### src/cpv_pkg.sv
package cpv_pkg;

  // Default depth of the interval buffer
  localparam int unsigned NumIntervalsDef = 3;

  // Stream payload widths
  localparam int unsigned InDataW  = 40;  // time_ms, pin_level, zero fill
  localparam int unsigned OutDataW = 56;  // ready_flag, timed_out, period_out, period_time

  // Configuration port
  localparam int unsigned AddrW = 5;
  localparam int unsigned DataW = 32;

  // Register indexes (byte address = 4 * index)
  localparam logic [2:0] RegMinPeriod   = 3'd0;
  localparam logic [2:0] RegMaxPeriod   = 3'd1;
  localparam logic [2:0] RegMaxSpread   = 3'd2;
  localparam logic [2:0] RegTimeoutSpan = 3'd3;
  localparam logic [2:0] RegDebounce    = 3'd4;

  // Register reset values
  localparam logic [15:0] MinPeriodRst   = 16'd20;
  localparam logic [15:0] MaxPeriodRst   = 16'd3000;
  localparam logic [15:0] MaxSpreadRst   = 16'd10;
  localparam logic [15:0] TimeoutSpanRst = 16'd3000;
  localparam logic [7:0]  DebounceRst    = 8'd5;

  // Request kinds
  localparam logic KindPinEvent = 1'b0;
  localparam logic KindQuery    = 1'b1;

  // Sequencer states
  typedef enum logic [7:0] {
    ST_IDLE   = 8'b0000_0001,
    ST_DEB    = 8'b0000_0010,
    ST_SPAN   = 8'b0000_0100,
    ST_SCAN   = 8'b0000_1000,
    ST_SPREAD = 8'b0001_0000,
    ST_DIV    = 8'b0010_0000,
    ST_JUDGE  = 8'b0100_0000,
    ST_FINISH = 8'b1000_0000
  } state_e;

endpackage

### src/ext_clock_period_validator_core.sv
// Channel      | Dir | Handshake              | Payload
// s_axis       | in  | tvalid/tready          | tuser: kind; tdata: time_ms, pin_level
// m_axis       | out | tvalid/tready          | tdata: ready_flag, timed_out, period_out,
//              |     |                        |        period_time
// apb          | in  | psel/penable/pready    | paddr, pwdata, prdata
//
// One request is in work at a time. A query, a bounced interrupt, a low level or a
// first pulse passes the debounce and finish steps; an interrupt that measures an
// interval adds the span step. The interval that fills the buffer adds a scan of one
// stored interval per cycle through the compare/accumulate unit and a spread check,
// then the reciprocal multiply and the judge step unless the spread is too wide. A
// result not yet taken holds the last step; reset is asynchronous, active low, no clearing pass.
module ext_clock_period_validator_core #(
  parameter int unsigned NUM_INTERVALS = cpv_pkg::NumIntervalsDef
) (
  input  logic                       clk_i,
  input  logic                       rst_ni,
  // request stream
  input  logic                       s_axis_tvalid,
  output logic                       s_axis_tready,
  input  logic [cpv_pkg::InDataW-1:0] s_axis_tdata,  // [31:0] time_ms, [32] pin_level
  input  logic                       s_axis_tuser,  // [0] kind
  // result stream
  output logic                       m_axis_tvalid,
  input  logic                       m_axis_tready,
  output logic [cpv_pkg::OutDataW-1:0] m_axis_tdata, // [0] ready_flag, [1] timed_out,
                                                     // [17:2] period_out, [49:18] period_time
  // configuration
  input  logic                       psel,
  input  logic                       penable,
  input  logic                       pwrite,
  input  logic [cpv_pkg::AddrW-1:0]  paddr,
  input  logic [cpv_pkg::DataW-1:0]  pwdata,
  output logic [cpv_pkg::DataW-1:0]  prdata,
  output logic                       pready
);

  localparam int unsigned IdxW    = (NUM_INTERVALS > 1) ? $clog2(NUM_INTERVALS) : 1;
  localparam int unsigned SumW    = 16 + IdxW;
  localparam int unsigned RecipSh = SumW + IdxW;
  localparam int unsigned RecipW  = SumW + 2;
  // ceil(2^RecipSh / NUM_INTERVALS): exact floor quotient for any SumW-bit sum
  localparam logic [RecipW-1:0] Recip =
      RecipW'(((64'd1 << RecipSh) + 64'(NUM_INTERVALS) - 64'd1) / 64'(NUM_INTERVALS));

  // ---------------- configuration registers ----------------
  logic [15:0] min_period_q, max_period_q, max_spread_q, timeout_span_q;
  logic [7:0]  debounce_q;
  logic [2:0]  reg_idx;
  logic        cfg_wr;

  assign pready  = 1'b1;
  assign reg_idx = paddr[4:2];
  assign cfg_wr  = psel && penable && pwrite && pready;

  always_ff @(posedge clk_i or negedge rst_ni) begin
    if (!rst_ni) begin
      min_period_q   <= cpv_pkg::MinPeriodRst;
      max_period_q   <= cpv_pkg::MaxPeriodRst;
      max_spread_q   <= cpv_pkg::MaxSpreadRst;
      timeout_span_q <= cpv_pkg::TimeoutSpanRst;
      debounce_q     <= cpv_pkg::DebounceRst;
    end else if (cfg_wr) begin
      unique case (reg_idx)
        cpv_pkg::RegMinPeriod:   min_period_q   <= pwdata[15:0];
        cpv_pkg::RegMaxPeriod:   max_period_q   <= pwdata[15:0];
        cpv_pkg::RegMaxSpread:   max_spread_q   <= pwdata[15:0];
        cpv_pkg::RegTimeoutSpan: timeout_span_q <= pwdata[15:0];
        cpv_pkg::RegDebounce:    debounce_q     <= pwdata[7:0];
        default: ;
      endcase
    end
  end

  // register readback
  always_comb begin
    unique case (reg_idx)
      cpv_pkg::RegMinPeriod:   prdata = {16'd0, min_period_q};
      cpv_pkg::RegMaxPeriod:   prdata = {16'd0, max_period_q};
      cpv_pkg::RegMaxSpread:   prdata = {16'd0, max_spread_q};
      cpv_pkg::RegTimeoutSpan: prdata = {16'd0, timeout_span_q};
      cpv_pkg::RegDebounce:    prdata = {24'd0, debounce_q};
      default:                 prdata = '0;
    endcase
  end

  // ---------------- state ----------------
  cpv_pkg::state_e state_q, state_d;

  logic             kind_q, kind_d;
  logic             level_q, level_d;
  logic [31:0]      now_q, now_d;
  logic [31:0]      last_pulse_q, last_pulse_d;
  logic [31:0]      last_act_q, last_act_d;
  logic [15:0]      val_period_q, val_period_d;
  logic [31:0]      val_stamp_q, val_stamp_d;
  logic             ready_q, ready_d;
  logic [IdxW-1:0]  fill_q, fill_d;
  logic [IdxW-1:0]  idx_q, idx_d;
  logic [SumW-1:0]  sum_q, sum_d;
  logic [15:0]      lo_q, lo_d, hi_q, hi_d;
  logic             out_valid_q, out_valid_d;
  logic [cpv_pkg::OutDataW-1:0] out_data_q, out_data_d;

  // interval buffer
  logic [15:0] store_q [NUM_INTERVALS];
  logic        store_we;
  logic [15:0] store_rd_q;

  // shared subtractor: debounce distance or pulse interval
  logic [31:0] sub_b, diff;
  logic        in_range;
  logic        fill_last;
  logic [15:0] scan_val;
  logic [SumW+RecipW-1:0] prod;
  logic [15:0] avg, avg_lo;
  logic [31:0] act_end;
  logic        timed_out;

  assign sub_b     = state_q[1] ? last_act_q : last_pulse_q;  // ST_DEB selects activity stamp
  assign diff      = now_q - sub_b;
  assign in_range  = (diff >= {16'd0, min_period_q}) && (diff <= {16'd0, max_period_q});
  assign fill_last = ({1'b0, fill_q} + (IdxW+1)'(1)) == (IdxW+1)'(NUM_INTERVALS);
  assign scan_val  = store_rd_q;

  // floor average by reciprocal multiply with the buffer depth
  assign prod = {{RecipW{1'b0}}, sum_q} * {{SumW{1'b0}}, Recip};

  // clamp of the average; quotient of 16-bit values fits 16 bits
  assign avg_lo = (sum_q < {{(SumW-16){1'b0}}, min_period_q}) ? min_period_q : sum_q[15:0];
  assign avg    = (avg_lo > max_period_q) ? max_period_q : avg_lo;

  // timeout status at the request time
  assign act_end   = last_act_q + {16'd0, timeout_span_q};
  assign timed_out = (last_act_q == 32'd0) || (now_q > act_end);

  assign store_we = (state_q == cpv_pkg::ST_SPAN) && in_range;

  // buffer write and registered read at the next scan index
  always_ff @(posedge clk_i) begin
    if (store_we) begin
      store_q[fill_q] <= diff[15:0];
    end
    store_rd_q <= store_q[idx_d];
  end

  // sequencer
  always_comb begin
    state_d      = state_q;
    kind_d       = kind_q;
    level_d      = level_q;
    now_d        = now_q;
    last_pulse_d = last_pulse_q;
    last_act_d   = last_act_q;
    val_period_d = val_period_q;
    val_stamp_d  = val_stamp_q;
    ready_d      = ready_q;
    fill_d       = fill_q;
    idx_d        = idx_q;
    sum_d        = sum_q;
    lo_d         = lo_q;
    hi_d         = hi_q;
    out_valid_d  = out_valid_q && !m_axis_tready;
    out_data_d   = out_data_q;

    unique case (state_q)
      cpv_pkg::ST_IDLE: begin
        if (s_axis_tvalid) begin
          kind_d  = s_axis_tuser;
          now_d   = s_axis_tdata[31:0];
          level_d = s_axis_tdata[32];
          state_d = cpv_pkg::ST_DEB;
        end
      end
      cpv_pkg::ST_DEB: begin
        if (kind_q == cpv_pkg::KindQuery || diff < {24'd0, debounce_q}) begin
          state_d = cpv_pkg::ST_FINISH;
        end else begin
          last_act_d = now_q;
          if (!level_q) begin
            state_d = cpv_pkg::ST_FINISH;
          end else if (last_pulse_q == 32'd0) begin
            last_pulse_d = now_q;
            state_d      = cpv_pkg::ST_FINISH;
          end else begin
            state_d = cpv_pkg::ST_SPAN;
          end
        end
      end
      cpv_pkg::ST_SPAN: begin
        last_pulse_d = now_q;
        state_d      = cpv_pkg::ST_FINISH;
        if (!in_range) begin
          fill_d = '0;
        end else if (fill_last) begin
          idx_d   = '0;
          sum_d   = '0;
          lo_d    = 16'hFFFF;
          hi_d    = 16'd0;
          state_d = cpv_pkg::ST_SCAN;
        end else begin
          fill_d = fill_q + IdxW'(1);
        end
      end
      cpv_pkg::ST_SCAN: begin
        // one stored interval per cycle: sum, min, max
        sum_d = sum_q + {{(SumW-16){1'b0}}, scan_val};
        if (scan_val < lo_q) lo_d = scan_val;
        if (scan_val > hi_q) hi_d = scan_val;
        if (idx_q == IdxW'(NUM_INTERVALS - 1)) begin
          state_d = cpv_pkg::ST_SPREAD;
        end else begin
          idx_d = idx_q + IdxW'(1);
        end
      end
      cpv_pkg::ST_SPREAD: begin
        if ((hi_q - lo_q) <= max_spread_q) begin
          state_d = cpv_pkg::ST_DIV;
        end else begin
          fill_d  = '0;
          state_d = cpv_pkg::ST_FINISH;
        end
      end
      cpv_pkg::ST_DIV: begin
        // sum_q takes the floor average
        sum_d   = {{(SumW-16){1'b0}}, prod[RecipSh +: 16]};
        state_d = cpv_pkg::ST_JUDGE;
      end
      cpv_pkg::ST_JUDGE: begin
        if (avg != val_period_q) begin
          val_period_d = avg;
          val_stamp_d  = now_q;
          ready_d      = 1'b1;
        end
        fill_d  = '0;
        state_d = cpv_pkg::ST_FINISH;
      end
      cpv_pkg::ST_FINISH: begin
        if (!out_valid_q || m_axis_tready) begin
          out_valid_d = 1'b1;
          out_data_d  = {6'd0,
                         timed_out ? 32'd0 : val_stamp_q,
                         timed_out ? 16'd0 : val_period_q,
                         timed_out, ready_q};
          if (kind_q == cpv_pkg::KindQuery) ready_d = 1'b0;
          state_d = cpv_pkg::ST_IDLE;
        end
      end
      default: state_d = cpv_pkg::ST_IDLE;
    endcase
  end

  // control registers
  always_ff @(posedge clk_i or negedge rst_ni) begin
    if (!rst_ni) begin
      state_q      <= cpv_pkg::ST_IDLE;
      last_pulse_q <= '0;
      last_act_q   <= '0;
      val_period_q <= '0;
      val_stamp_q  <= '0;
      ready_q      <= 1'b0;
      fill_q       <= '0;
      out_valid_q  <= 1'b0;
    end else begin
      state_q      <= state_d;
      last_pulse_q <= last_pulse_d;
      last_act_q   <= last_act_d;
      val_period_q <= val_period_d;
      val_stamp_q  <= val_stamp_d;
      ready_q      <= ready_d;
      fill_q       <= fill_d;
      out_valid_q  <= out_valid_d;
    end
  end

  // working registers
  always_ff @(posedge clk_i) begin
    kind_q     <= kind_d;
    level_q    <= level_d;
    now_q      <= now_d;
    idx_q      <= idx_d;
    sum_q      <= sum_d;
    lo_q       <= lo_d;
    hi_q       <= hi_d;
    out_data_q <= out_data_d;
  end

  assign s_axis_tready = (state_q == cpv_pkg::ST_IDLE);
  assign m_axis_tvalid = out_valid_q;
  assign m_axis_tdata  = out_data_q;

endmodule

### config.mk
export PLATFORM = sky130hd
export DESIGN_NAME = ext_clock_period_validator_core
export DESIGN_NICKNAME = d
export VERILOG_FILES = /design/src/cpv_pkg.sv /design/src/ext_clock_period_validator_core.sv
export SDC_FILE = /design/constraint.sdc
export NUM_CORES = 1
export LEC_CHECK = 0
export BUFFER_PORTS_ARGS = -buffer_cell sky130_fd_sc_hd__buf_2
export CAP_MARGIN = 40
export CORE_MARGIN = 2
export CORE_UTILIZATION = 55
export DETAILED_ROUTE_END_ITERATION = 8
export PLACE_DENSITY = 0.73
export SYNTH_ARGS = -nofsm -noshare
export SYNTH_HDL_FRONTEND = slang
export SYNTH_SLANG_ARGS = --single-unit
### constraint.sdc
create_clock -name clk_i -period 13.4 [get_ports clk_i]
set_input_delay 0.67 -clock clk_i [delete_from_list [all_inputs] [get_ports clk_i]]
set_output_delay 0.67 -clock clk_i [all_outputs]
set_load 0.05 [all_outputs]
==> summary.md <==
| Metric | Value |
|---|---|
| Vias in the first global route | `22500` |
| GPL Wtd Cong | `0.978` |
| Layout cells sized above 1 | `15.9%` |
| Synth Flop Type | `edfxtp_1` |
| Setup tns final | `0 ns` |
| Net Sw Frac | `44.2%` |
| Max H-tree Level | `2` |
| P per Cell Area | `199 mW/mm2` |
| Number of remaining DRC errors | `0` |
| Chip width | `238 um` |
| Detailed Place HPWL | `63200 um` |
| Critical Path RT | `13.65 ns` |
| Flop pwr share | `26.9%` |
| Leakage | `15.2 nW` |
| Period minus WS final | `7.11 ns` |
| Logic pwr share | `55.5%` |
| Initial DRC Count | `1420` |
| Crit-path max FO | `10` |
| Synth Register Bits | `396` |
| Crit end category | `register` |
| Final setup violation count | `0` |
| Hold crit path type | `primary input to async pin` |
| Initial core utilization | `55.9%` |
| Cells after synthesis | `2839` |
| WS Path Type | `register to register` |
| Clock skew | `0.0311 ns` |
| RSZ-0062 raised after global routing | `false` |
| Placed Instances | `3614` |
| Worst Tran Pin Value | `0.911 ns` |
| Number of synthesized flops with an enable pin | `182` |
| CTS root buf | `clkbuf_16` |
| Pin count of the biggest net entering global routing | `66` |
| Fillers | `4384` |
| Reg clk slew, reported paths | `0.06 ns` |
| Pwr Total | `6.54 mW` |
| Post-synth cell types | `94` |
| CTS resizes | `0` |
| CP Data Arrival Time | `7.35 ns` |
| Final period util | `53.0%` |
| CTS Hold Buffers Added | `0` |
| Vias | `21900` |
| Fin. Hold Viols | `0` |
| Clk pwr share | `17.6%` |
| Sink Count | `396` |
| Grt total ovfl | `0` |
| Global-route wire length before repair | `126000 um` |
| Syn avg cell area | `10.6 um2` |
| Tot GR Track Use | `28.5%` |
| Final WS setup | `6.29 ns` |
| Fmax | `141 MHz` |
| Vias per Instance | `5.93` |
| Slew HR | `38.8%` |
| Non-Filler Instances | `3689` |
| Pint | `3.65 mW` |
| Async set-reset flop share out of synthesis | `49.5%` |
| Final nets | `3544` |
| Final Slew Violations | `0` |
| Post-CTS Setup Bufs | `0` |
| IO Count | `176` |
| Switch Pwr | `2.89 mW` |
| Die ar. | `0.0568 mm2` |
| CTS tree | `built` |
| Maximum clock path buffer count | `3` |
| Outcome | `complete, no violations` |
| Post-layout util | `61.0%` |
| Initial antenna violation count | `1` |
| Max_cap viols | `0` |
| Maximum vdd drop | `0.144 mV` |
| CP Launch Type | `register` |
| IO Port Bufs | `127` |
| Row Count | `85` |
| Synth warn | `0` |
| Wire per inst | `21.6 um` |
| Area growth, synth to finish | `9.05%` |
| Clock Latency Late Sink | `0.56 ns` |
| TritonCTS buffer count | `40` |
| Drt pass-1 iters | `8` |
| Routed Antenna Nets | `0` |
| Mapped cell area | `0.0302 mm2` |
| Die height | `238 um` |
| Core area | `0.0540 mm2` |
| Post-Route WL | `79700 um` |
| Post-synthesis sequential area ratio | `35.6%` |
| Setup Slack @ Placement | `6.36 ns` |
==> power by group through the flow <==
stage | combinational, mW | sequential, mW | clock, mW
final | 3.63 | 1.76 | 1.15
after global routing | 4.03 | 1.78 | 1.22
after CTS | 3.59 | 1.75 | 1.17
after detailed placement | 3.56 | 1.78 | 0
after global placement | 3.43 | 1.77 | 0
after floorplan | 2.60 | 1.72 | 0
==> flip-flops by register name, indices dropped and copies added (netlist names), 8 cells and up <==
name,cells
lo_q,16
state_q,8
val_stamp_q,32
sum_q,18
debounce_q,8
last_pulse_q,32
val_period_q,16
max_spread_q,16
hi_q,16
timeout_span_q,16
min_period_q,16
m_axis_tdata,50
store_q,48
now_q,32
scan_val,16
last_act_q,32
max_period_q,16
==> cell usage after synthesis, types with 47 or more instances <==
| master | count | area share, % |
|---|---|---|
| nor2_1 | 135 | 1.7 |
| mux2_2 | 141 | 5.3 |
| clkbuf_1 | 48 | 0.60 |
| ha_1 | 388 | 16 |
| edfxtp_1 | 182 | 18 |
| dfrtp_1 | 175 | 14 |
| xor2_1 | 56 | 1.6 |
| nand2_1 | 156 | 1.9 |
| fa_1 | 111 | 7.4 |
| xnor2_1 | 71 | 2.1 |
| a21oi_1 | 119 | 2.0 |
| mux2i_1 | 62 | 2.1 |
| a21o_1 | 58 | 1.4 |
| inv_1 | 368 | 4.6 |
| mux2_4 | 47 | 2.3 |
| o21ai_0 | 118 | 2.0 |
==> cell type report <==
class / count / area [um2] / area share [%]
Multi-Input combinational cell: 1998 / 17700 / 53.6
Sequential cell: 396 / 10800 / 32.7
Inverter: 368 / 1380 / 4.19
Clock buffer: 57 / 1160 / 3.51
Timing Repair Buffer: 156 / 925 / 2.81
Tap cell: 696 / 871 / 2.64
Clock inverter: 17 / 188 / 0.570
Antenna cell: 1 / 2.50 / 0.00760
==> worst max-delay path, stage by stage (launching register included) <==
cell and delay [ns]:
edfxtp_1 0.85, ha_1 0.41, ha_1 0.30, inv_1 0.05, fa_1 0.46, fa_1 0.49
inv_1 0.05, fa_1 0.55, inv_1 0.06, fa_1 0.53, inv_1 0.04, ha_1 0.19
a2111oi_0 0.42, o21ai_0 0.17, a21oi_1 0.14, a31oi_1 0.20, o2111ai_1 0.37, a21oi_1 0.17
nor3_1 0.38, nor3_1 0.12, a2111oi_0 0.54, xnor2_1 0.20, o22ai_1 0.11
==> metal layers <==
| layer | GRT usage [%] | vias to the layer above | share of wire (%) |
|---|---|---|---|
| met5 | 0 | - | 0.013 |
| met2 | 49.9 | 674 | 50 |
| li1 | - | 10200 | - |
| met4 | 8.48 | 2 | 3.0 |
| met3 | 2.81 | 139 | 5.2 |
| met1 | 37.4 | 10900 | 42 |
==> placed cells by master (no fill, tap or decap), types with 111 or more instances in the layout <==
cell and count:
buf_2 126, o21ai_0 118, a21oi_1 118, nor2_1 135, dfrtp_1 174, inv_1 368
ha_1 388, mux2_2 141, fa_1 111, edfxtp_1 182, nand2_1 156
==> cells by family (layout without fill, tap and decap cells) <==
group	Yosys count	in the layout	share of synthesized area, %
adders and majority gates	499	499	23.4
xor gates and xnor gates	127	127	3.68
muxes	258	258	10.2
AOI/OAI and AO/OA	484	484	10.4
buffers and inverters	466	598	6.41
DFF	396	396	35.6
other	2	24	0.0249
and+or+nand+nor	607	607	10.2
==> final timing paths <==
check / start / end / slack [ns] / depth (start not counted)
worst max-delay path: sum_q[11]$_DFFE_PP_ / sum_q[15]$_DFFE_PP_ / 6.29 / 22
worst min-delay path: rst_ni / val_stamp_q[26]$_DFFE_PN0P_ / 0.10 / 1
worst max register to register: sum_q[11]$_DFFE_PP_ / sum_q[15]$_DFFE_PP_ / 6.29 / 22
worst min register to register: ready_q$_DFFE_PN0P_ / m_axis_tdata[0]$_DFFE_PP_ / 0.47 / 0
max in group asynchronous: rst_ni / max_period_q[8]$_DFFE_PN1P_ / 11.46 / 4
min in group clk_i: s_axis_tdata[17] / now_q[17]$_DFFE_PP_ / 0.29 / 1
==> through the flow <==
stage          hold WS [ns]  instance area, um2
4_1_cts               0.103               32900
3_3_place_gp          0.438               31500
2_1_floorplan         0.374               30300
3_5_place_dp          0.450               31600
5_1_grt               0.125               32900
6_report              0.101               32900
Note: power is estimated with default switching activity, not from simulation.
